<file path="config.mk">
export PLATFORM = sky130hd
export DESIGN_NAME = msb_first_bit_queue
export DESIGN_NICKNAME = d
export VERILOG_FILES = /design/src/sv/mbq_pkg.sv /design/src/sv/msb_first_bit_queue.sv /design/src/sv/mbq_ram.sv
export SDC_FILE = /design/constraint.sdc
export NUM_CORES = 1
export LEC_CHECK = 0
export BUFFER_PORTS_ARGS = -buffer_cell sky130_fd_sc_hd__buf_2
export CORE_ASPECT_RATIO = 1.5
export CORE_MARGIN = 2
export CORE_UTILIZATION = 35
export CTS_CLUSTER_SIZE = 10
export DETAILED_ROUTE_END_ITERATION = 6
export REMOVE_ABC_BUFFERS = 1
export SLEW_MARGIN = 15
export SYNTH_ARGS = -nofsm -noshare
export SYNTH_HDL_FRONTEND = slang
export SYNTH_SLANG_ARGS = --single-unit
</file>
<file path="constraint.sdc">
create_clock -name clk -period 10.54 [get_ports clk]
set_clock_uncertainty 0.1 [all_clocks]
set_input_delay 1.581 -clock clk [delete_from_list [all_inputs] [get_ports clk]]
set_output_delay 1.581 -clock clk [all_outputs]
set_load 0.05 [all_outputs]
</file>
<file path="src/sv/mbq_pkg.sv">
`timescale 1ns / 1ps

package mbq_pkg;

  localparam logic [1:0] REQ_APPEND = 2'd0;
  localparam logic [1:0] REQ_PEEK   = 2'd1;
  localparam logic [1:0] REQ_DROP   = 2'd2;

  localparam logic [1:0] ST_OK       = 2'd0;
  localparam logic [1:0] ST_TOO_LONG = 2'd1;
  localparam logic [1:0] ST_SHORT    = 2'd2;
  localparam logic [1:0] ST_OVERFLOW = 2'd3;

  localparam int MAX_FIELD = 16;
  localparam int BYTE_BITS = 8;

  typedef struct packed {
    logic [1:0]  req_type;
    logic [8:0]  bit_count;
    logic [15:0] value;
  } req_t;

  typedef struct packed {
    logic [15:0] front_value;
    logic [9:0]  bits_held;
    logic [1:0]  status;
  } rsp_t;

endpackage

</file>
<file path="src/sv/msb_first_bit_queue.sv">
// MSB-first bit queue stored as packed bytes in a single-port byte RAM.
// Request channel (req_valid/req_ready, req): append the low 0..16 bits of
// value at the tail, peek the first 0..16 bits at the head, or drop any
// number of bits from the head. Response channel (rsp_valid/rsp_ready, rsp):
// one response per request with the peeked bits, the bit count afterwards
// and a status. Failing requests change nothing.
// Work per request, from accept to response:
//   drop, rejected or unknown request: no RAM access
//   peek:   three byte reads through the single RAM port
//   append: three byte reads, merge, three byte writes
// One request is in work at a time; the RAM port sets the rate.
// A finished response sits in an output register; a new request is taken
// while it waits. If the receiver stalls and a second result is ready, the
// engine holds it until the output register frees.
// Reset empties the queue (head and count to zero) and drops any pending
// response; the RAM contents are not cleared and need no clearing pass.
`timescale 1ns / 1ps

module msb_first_bit_queue
  import mbq_pkg::*;
#(
  parameter int CAPACITY_BYTES = 64
) (
  input  logic clk,
  input  logic rst,
  input  logic req_valid,
  output logic req_ready,
  input  req_t req,
  output logic rsp_valid,
  input  logic rsp_ready,
  output rsp_t rsp
);

  localparam int RING_BITS = CAPACITY_BYTES * BYTE_BITS;
  localparam int AW = $clog2(CAPACITY_BYTES);
  localparam int PW = $clog2(RING_BITS);
  localparam int CW = $clog2(RING_BITS + 1);
  localparam int EW = ((CW > 9) ? CW : 9) + 1;

  typedef enum logic [2:0] {S_IDLE, S_READ, S_LAST, S_WRITE, S_DONE} state_t;

  state_t        state;
  logic [1:0]    cnt;
  logic [PW-1:0] head;
  logic [CW-1:0] held;
  logic [AW-1:0] base;
  logic [AW-1:0] cur;
  logic [AW-1:0] cur_inc;
  logic [2:0]    off;
  logic [4:0]    nbits;
  logic [15:0]   val;
  logic          is_app;
  logic [23:0]   win;
  logic [15:0]   res_front;
  logic [9:0]    res_held;
  logic [1:0]    res_status;

  logic [EW-1:0] held_e, n_e, ring_e, sum_e, tail_e, drop_e;
  logic          too_long, overflow, short_q;
  logic [1:0]    st_new;
  logic [CW-1:0] held_new;
  logic [PW-1:0] head_new;
  logic [PW-1:0] start;
  logic          go_mem;

  logic          ram_we;
  logic [7:0]    ram_wdata;
  logic [7:0]    ram_rdata;

  logic [23:0]   w_full, ext, placed, mask, merged, pk;
  logic [4:0]    shl;
  logic [15:0]   front;

  assign req_ready = (state == S_IDLE);

  always_comb begin
    held_e   = EW'(held);
    n_e      = EW'(req.bit_count);
    ring_e   = EW'(RING_BITS);
    sum_e    = held_e + n_e;
    too_long = (req.bit_count > 9'(MAX_FIELD));
    overflow = (sum_e > ring_e);
    short_q  = (n_e > held_e);
    tail_e   = EW'(head) + held_e;
    if (tail_e >= ring_e) begin
      tail_e = tail_e - ring_e;
    end
    drop_e = EW'(head) + n_e;
    if (drop_e >= ring_e) begin
      drop_e = drop_e - ring_e;
    end
  end

  always_comb begin
    st_new   = ST_OK;
    held_new = held;
    head_new = head;
    start    = head;
    go_mem   = 1'b0;
    unique case (req.req_type)
      REQ_APPEND: begin
        if (too_long) begin
          st_new = ST_TOO_LONG;
        end else if (overflow) begin
          st_new = ST_OVERFLOW;
        end else begin
          go_mem   = 1'b1;
          held_new = CW'(sum_e);
          start    = PW'(tail_e);
        end
      end
      REQ_PEEK: begin
        if (too_long) begin
          st_new = ST_TOO_LONG;
        end else if (short_q) begin
          st_new = ST_SHORT;
        end else begin
          go_mem = 1'b1;
        end
      end
      REQ_DROP: begin
        if (short_q) begin
          st_new = ST_SHORT;
        end else begin
          head_new = PW'(drop_e);
          held_new = CW'(held_e - n_e);
        end
      end
      default: begin
      end
    endcase
  end

  assign cur_inc = (cur == AW'(CAPACITY_BYTES - 1)) ? '0 : cur + 1'b1;

  // 24-bit window over three bytes starting at the byte holding the start bit
  always_comb begin
    w_full = {win[23:8], ram_rdata};
    shl    = 5'(MAX_FIELD) - nbits;
    ext    = {val, 8'h00} << shl;
    placed = ext >> off;
    mask   = ({16'hffff, 8'h00} << shl) >> off;
    merged = (w_full & ~mask) | (placed & mask);
    pk     = w_full << off;
    front  = pk[23:8] >> shl;
  end

  always_comb begin
    ram_we = (state == S_WRITE);
    unique case (cnt)
      2'd0:    ram_wdata = win[23:16];
      2'd1:    ram_wdata = win[15:8];
      default: ram_wdata = win[7:0];
    endcase
  end

  mbq_ram #(
    .DEPTH(CAPACITY_BYTES)
  ) u_ram (
    .clk  (clk),
    .we   (ram_we),
    .addr (cur),
    .wdata(ram_wdata),
    .rdata(ram_rdata)
  );

  always_ff @(posedge clk) begin
    if (rst) begin
      state     <= S_IDLE;
      rsp_valid <= 1'b0;
      head      <= '0;
      held      <= '0;
    end else begin
      if (rsp_valid && rsp_ready && (state != S_DONE)) begin
        rsp_valid <= 1'b0;
      end
      unique case (state)
        S_IDLE: begin
          if (req_valid) begin
            head       <= head_new;
            held       <= held_new;
            res_status <= st_new;
            res_held   <= 10'(held_new);
            res_front  <= '0;
            base       <= start[PW-1:3];
            cur        <= start[PW-1:3];
            off        <= start[2:0];
            nbits      <= 5'(req.bit_count);
            val        <= req.value;
            is_app     <= (req.req_type == REQ_APPEND);
            cnt        <= '0;
            state      <= go_mem ? S_READ : S_DONE;
          end
        end
        S_READ: begin
          cur <= cur_inc;
          cnt <= cnt + 1'b1;
          unique case (cnt)
            2'd1:    win[23:16] <= ram_rdata;
            2'd2:    win[15:8]  <= ram_rdata;
            default: begin
            end
          endcase
          if (cnt == 2'd2) begin
            state <= S_LAST;
          end
        end
        S_LAST: begin
          if (is_app) begin
            win   <= merged;
            cur   <= base;
            cnt   <= '0;
            state <= S_WRITE;
          end else begin
            res_front <= front;
            state     <= S_DONE;
          end
        end
        S_WRITE: begin
          cur <= cur_inc;
          cnt <= cnt + 1'b1;
          if (cnt == 2'd2) begin
            state <= S_DONE;
          end
        end
        S_DONE: begin
          if (!rsp_valid || rsp_ready) begin
            rsp_valid <= 1'b1;
            rsp       <= '{front_value: res_front, bits_held: res_held,
                           status: res_status};
            state     <= S_IDLE;
          end
        end
        default: state <= S_IDLE;
      endcase
    end
  end

endmodule

</file>
<file path="src/sv/mbq_ram.sv">
`timescale 1ns / 1ps

module mbq_ram #(
  parameter int DEPTH = 64,
  localparam int AW = $clog2(DEPTH)
) (
  input  logic          clk,
  input  logic          we,
  input  logic [AW-1:0] addr,
  input  logic [7:0]    wdata,
  output logic [7:0]    rdata
);

  logic [7:0] mem [DEPTH];

  always_ff @(posedge clk) begin
    if (we) begin
      mem[addr] <= wdata;
    end
    rdata <= mem[addr];
  end

endmodule

</file>
* After elaboration in Yosys (flattened, before gate mapping)
Memories as Yosys holds them, arrays and structs flattened. A register that Yosys moved wholly into a read port is not among the register bits.
Index checks and enable logic that the tools add are counted.
** Cells by class
- Eq/ne operators :: 17
- Muxes and demuxes :: 46
- Multiply operators :: 0
- Magnitude comparators :: 5
- Divide/modulo/power cells :: 0
- Bitwise gates (word level) :: 6
- Reductions and logical operators :: 21
- Shift-type cells :: 6
- Add/sub/neg operators :: 9
** Operators with widths (number)
- $pmux W16 S2 :: 2
- $and A24 B24 Y24 :: 2
- $shr A24 B3 Y24 :: 2
- $mux W9 :: 5
- $mux W16 :: 2
- $mux W10 :: 3
- $mux W24 :: 1
- $not A24 Y24 :: 1
- $or A24 B24 Y24 :: 1
- $reduce_and A4 Y1 :: 6
- $shl A24 B3 Y24 :: 1
- $shl A24 B5 Y24 :: 1
- $shl A24 B5 Y24 const A :: 1
- $pmux W10 S2 :: 1
- $mux W3 :: 6
- $mux W6 :: 3
- $pmux W6 S3 :: 1
- $sub A9 B1 Y9 const B :: 2
- $mux W8 :: 2
- $pmux W8 S2 :: 1
- $shr A16 B5 Y16 :: 1
- $pmux W3 S5 :: 1
- $mux W2 :: 6
- $ne A2 B2 Y1 const B :: 6
- other kinds (34) :: 52
** Storage, ports and cells
- Memories kept :: 1
- Bits in registers :: 142
- Latch bits :: 0
- Bits in writable memories :: 512
- Output and inout bits :: 30
- Memory bits (read-only) :: 0
** Memories
- u_ram.mem :: depth 64, bits a word 8, rd ports 1, clocked after memory_dff 1, write ports 1, line mbq_ram.sv:14 : logic [7:0] mem [DEPTH];

* Logic depth before layout (Yosys ltp)
- Word-level depth :: 8
- Gate-level depth with buffers :: 16

* Cells and area by module
A second synthesis with hierarchy kept.
** Unflattened totals
- Cells, all modules :: 2270
- Area total of the unflattened synthesis :: 31074.8 um2
** Modules (own cells, without submodules)
- mbq_ram :: instances 1, cells each 1171, area each 20449.6 um2
- msb_first_bit_queue :: instances 1, cells each 1099, area each 10625.2 um2

* Worst setup path before layout
OpenSTA, ideal clock, no wires.
- Kind :: input -> register
- Start point :: in req[16] in the netlist's numbering
- End point :: reg cur[5] (data pin)
- Setup slack :: 5956 ps
- Data arrival time :: 4224 ps
- Setup time :: 261 ps
- Data required time :: 10179 ps
- Stages :: 12
- Path through :: ha_1 > fa_1 > nor2b_1 > o211a_1 > o311a_1 > a21oi_2 > nand4bb_2 > a221oi_2 > buf_4 > nand2_1 > xnor2_1 > a221o_1
** On the way
- Word-level cells in the longest chain between the ends :: 7
** RTL lines
- start: declaration :: line msb_first_bit_queue.sv:28 : input req_t req,
- $add A10 B9 Y11 :: line msb_first_bit_queue.sv:80 : sum_e = held_e + n_e;
- $gt A11 B10 Y1 :: line msb_first_bit_queue.sv:82 : overflow = (sum_e > ring_e);
- $mux W9 :: line msb_first_bit_queue.sv:104 : end else if (overflow) begin
- $mux W9 (*) :: line msb_first_bit_queue.sv:102 : if (too_long) begin
- $mux W9 (*) :: line msb_first_bit_queue.sv:100 : unique case (req.req_type)
- net start[8] :: line msb_first_bit_queue.sv:63 : logic [PW-1:0] start;
- $mux W6 (*) :: line msb_first_bit_queue.sv:179 : if (req_valid) begin
- $pmux W6 S3 (*) :: line msb_first_bit_queue.sv:177 : unique case (state)
- end signal: assignment :: line msb_first_bit_queue.sv:186 : cur <= start[PW-1:3];
- end signal: assignment :: line msb_first_bit_queue.sv:196 : cur <= cur_inc;
- end signal: assignment :: line msb_first_bit_queue.sv:211 : cur <= base;
- end: declaration :: line msb_first_bit_queue.sv:47 : logic [AW-1:0] cur;
Mark *: on every way through the listed nets, which the timed path passes. The rest lies on a longest branch. The select of a mux whose other input is x is not followed.
A chain may end at the register's enable or synchronous reset.

* Worst setup path in the final report
- Start point :: in req[16] in the netlist's numbering
- End point :: reg res_held[4] (data pin)
** On the way
- Word-level cells in the longest chain between the ends :: 5
** RTL lines
- $add A10 B9 Y11 :: line msb_first_bit_queue.sv:80
- $gt A11 B10 Y1 :: line msb_first_bit_queue.sv:82
- $mux W10 :: line msb_first_bit_queue.sv:104
- $mux W10 :: line msb_first_bit_queue.sv:102
- $pmux W10 S2 (*) :: line msb_first_bit_queue.sv:100
- net held_new[4] :: line msb_first_bit_queue.sv:61 : logic [CW-1:0] held_new;
- end signal: assignment :: line msb_first_bit_queue.sv:183 : res_held <= 10'(held_new);
- end: declaration :: line msb_first_bit_queue.sv:55 : logic [9:0] res_held;
Mark *: on every way through the listed nets, which the timed path passes. The rest lies on a longest branch.

==> reports/summary.json <==
{
  "outcome": "finished clean",
  "syn_inst_count": 2175,
  "grt_pass1_wl_um": 122000,
  "timing.critical_path.slowest_stage_cell": "sky130_fd_sc_hd__a221oi_2",
  "synth.ff_latch_count": 662,
  "dp_slack_ns": 4.98,
  "grt_start_max_net_pins": 66,
  "synthesis.area_sq_um": 29400,
  "fin_crit_sh": 0.469,
  "die_width_um": 240,
  "aggregate_negative_setup_slack_ns": 0,
  "globalRouteTotalUtil": 0.189,
  "timing.final.max_slew_violations": 0,
  "r2r-start": "nbits[0]$_DFFE_PP_",
  "ys_async_sr_fraction": 0,
  "worst_vdd_ir_v": 0.000126,
  "wl_um": 82200,
  "antenna_violating_nets_post_route": 0,
  "crit_fanout": 11,
  "critPathLaunchType": "input pin",
  "slew_headroom": 0.264,
  "gp_congestion": 0.937,
  "total_power_consumption_of_the_routed_design_mw": 5.66,
  "final_hold_viol_count": 0,
  "finalSetupViolCount": 0,
  "initial_antenna_violation_count": 1,
  "nets": 2290,
  "critPathBufInv": 1,
  "hold_path_startpoint": "res_front[6]$_SDFFCE_PP0P_",
  "cts_buffers": 77,
  "p_per_area_nw_per_um2": 171,
  "cts_root_buffer": "sky130_fd_sc_hd__clkbuf_16",
  "ctsHtreeMaxLevel": 3,
  "finalWorstSetupSlack_ns": 5.60,
  "arrival_ns": 5.21,
  "timing.hold.worst.class": "reg2reg",
  "layout.cells.most_common_list": "sky130_fd_sc_hd__edfxtp_1, sky130_fd_sc_hd__nor2_1, sky130_fd_sc_hd__a22oi_1",
  "fillerInstances": 7689,
  "synth_seq_area_share": 0.667,
  "worst_skew_pair.late_latency_ns": 0.63,
  "cts.path.max_buffers": 3,
  "post_cts.repair.setup_buffers": 0,
  "overall_overflow_remaining_after_global_route": 0,
  "count_of_buffers_from_port_buffering": 60,
  "setup.reg_to_reg.worst_slack_ns": 6.07,
  "hold-worst-slack_ns": 0.313,
  "via_count_of_the_first_global_routing_pass": 19200,
  "crit_chain": "buf_2 > ha_1 > fa_1 > nor2b_1 > o211a_1 > o311a_1 > a21oi_2 > nand4b_1 > a221oi_2 > nor2_1 > a2bb2oi_1 > nand2_1",
  "drt_first_iter_violations": 1706,
  "core_area_sq_um": 83400,
  "worst_pin_slew_ns": 1.10,
  "timing.critical_path.required_ns": 10.81,
  "cts_tree": "built",
  "end_of_the_worst_hold_path": "rsp[18]$_DFFE_PP_",
  "floorplan.die_area_sq_um": 86300,
  "post_synth.cell_area_avg_sq_um": 13.5,
  "initial_utilization": 0.352,
  "ys_warn_count": 0,
  "timing.hold.worst_path_depth": 0,
  "antennaDiodeCount": 0,
  "growth_of_design_area_from_synthesis_to_finish_pct": 12.6,
  "worst-r2r-cell-count": 13,
  "routed_wire_length_per_instance_um": 24.5,
  "post_route_drc_violation_count": 0,
  "clock_sinks": 662,
  "layout_commonest_cell": "sky130_fd_sc_hd__edfxtp_1",
  "first_pass_iters": 6,
  "fin_area_sq_um": 33100,
  "cts_repair_resize_count": 0,
  "synth_enable_flop_cells": 631,
  "die_h_um": 359,
  "synth_cell_types": 79,
  "setup.worst_path.class": "in2reg",
  "crit_family": "compound AO/OA/AOI/OAI gates",
  "placed_cell_area_sq_um": 30900,
  "post_route_cells_drive_above_1_share": 0.120,
  "io_pins": 61,
  "clkTransAtPathRegs_ns": 0.06,
  "routed-via-count": 19300,
  "reg2reg_to": "win[21]$_DFFE_PP_",
  "main_flop_type_after_synthesis": "sky130_fd_sc_hd__edfxtp_1",
  "period_minus_slack_ns": 4.94,
  "synth_top_cell_area_share": 0.645,
  "cellLeakagePower_nw": 10.8,
  "critical_path.endpoint_type": "flip-flop",
  "dp_hpwl_um": 53300,
  "max_stage_delay_ns": 0.93,
  "ys_top_cells_by_area": "sky130_fd_sc_hd__edfxtp_1, sky130_fd_sc_hd__a22oi_1, sky130_fd_sc_hd__mux2i_1, sky130_fd_sc_hd__nor2_1, sky130_fd_sc_hd__nand2_1",
  "netlist.top_cell.by_area": "sky130_fd_sc_hd__edfxtp_1",
  "ctsHoldBuffers": 0,
  "vias_per_cell": 5.76,
  "max_freq_ghz": 0.202,
  "rsz0062_at_grt": "false",
  "maxCapViolations": 0,
  "fp-row-count": 130
}
[final cells by class]
cell class,count,area (sq um),area share
inverter,47,176,0.00534
tap,1122,1400,0.0425
clock inverter,8,115,0.00348
multi-input combinational,1329,9150,0.277
clock buffer,96,2050,0.0620
timing repair buffer,96,583,0.0176
sequential,662,19600,0.592
[layer usage]
layer  GRT usage  vias to the layer above  share of wire
li1            -                     8614              -
met4      0.0974                        0          0.047
met2       0.353                      803           0.53
met1       0.208                     9723           0.36
met3      0.0258                      198          0.059
met5           0                        -              0
[cells in the mapped netlist, types with 6 or more instances]
library cell	count
sky130_fd_sc_hd__edfxtp_1	631
sky130_fd_sc_hd__nor2_1	188
sky130_fd_sc_hd__nand2_1	166
sky130_fd_sc_hd__a22oi_1	165
sky130_fd_sc_hd__clkbuf_1	106
sky130_fd_sc_hd__a21oi_1	89
sky130_fd_sc_hd__mux2i_1	75
sky130_fd_sc_hd__o21ai_0	71
sky130_fd_sc_hd__a31oi_1	55
sky130_fd_sc_hd__a221oi_1	54
sky130_fd_sc_hd__a22o_1	54
sky130_fd_sc_hd__inv_1	44
sky130_fd_sc_hd__ha_1	42
sky130_fd_sc_hd__dfxtp_1	31
sky130_fd_sc_hd__nor3_1	29
sky130_fd_sc_hd__mux2_2	27
sky130_fd_sc_hd__nand3_1	27
sky130_fd_sc_hd__mux4_2	22
sky130_fd_sc_hd__xnor2_1	20
sky130_fd_sc_hd__o211ai_1	18
sky130_fd_sc_hd__nand4_1	16
sky130_fd_sc_hd__buf_1	15
sky130_fd_sc_hd__or3_1	14
sky130_fd_sc_hd__buf_2	13
sky130_fd_sc_hd__nand2b_1	13
sky130_fd_sc_hd__nor2b_1	13
sky130_fd_sc_hd__o22ai_1	13
sky130_fd_sc_hd__nor4_1	11
sky130_fd_sc_hd__o31ai_1	11
sky130_fd_sc_hd__xor2_1	9
sky130_fd_sc_hd__a211oi_1	8
sky130_fd_sc_hd__and2_1	8
sky130_fd_sc_hd__a21o_1	7
sky130_fd_sc_hd__nor3b_1	7
sky130_fd_sc_hd__o21a_1	6
sky130_fd_sc_hd__o21ai_1	6
sky130_fd_sc_hd__o32ai_1	6
[sequential cells by signal, indices dropped and copies added (netlist names), 3 cells and up]
register	count
u_ram.rdata	8
held	10
res_front	16
state	3
val	16
rsp	28
cur	6
base	6
off	3
head	9
res_held	10
nbits	5
u_ram.mem	512
win	24
[power breakdown]
group / total (mW) / leakage [nW] / switching, mW / internal [mW]
registers: 2.92 / 5.98 / 0.0211 / 2.90
clock network: 2.36 / 1.05 / 1.00 / 1.36
logic: 0.380 / 3.77 / 0.256 / 0.124
total: 5.66 / 10.8 / 1.28 / 4.38
[worst max-delay path by stage]
stage	cells after the start	start	slack, ns	endpoint
3_5_place_dp	12	req[16]	4.98	cur[5]$_DFFE_PP_
2_1_floorplan	3	cur[0]$_DFFE_PP_	4.61	u_ram.mem[12][0]$_DFFE_PP_
6_report	12	req[16]	5.60	res_held[4]$_DFFE_PP_
3_3_place_gp	12	req[16]	5.02	res_held[4]$_DFFE_PP_
4_1_cts	12	req[16]	5.66	res_held[4]$_DFFE_PP_
5_1_grt	12	req[16]	5.40	res_held[4]$_DFFE_PP_
[logic make-up after synthesis]
group,after synthesis,share of synthesized area
AOI/OAI and AO/OA,608,0.146
xor gates and xnor gates,29,0.00865
adders and majority gates,46,0.0206
buffers and inverters,184,0.0246
DFF,662,0.667
muxes,124,0.0528
and+or+nand+nor,522,0.0804
[stage by stage]
stage	util	std cells
floorplan	-	2038
global placement	0.370	3256
detailed placement	0.370	3256
CTS	0.396	3360
global route	0.396	3360
finish	0.396	3360
Note: power is estimated with default switching activity, not from simulation.
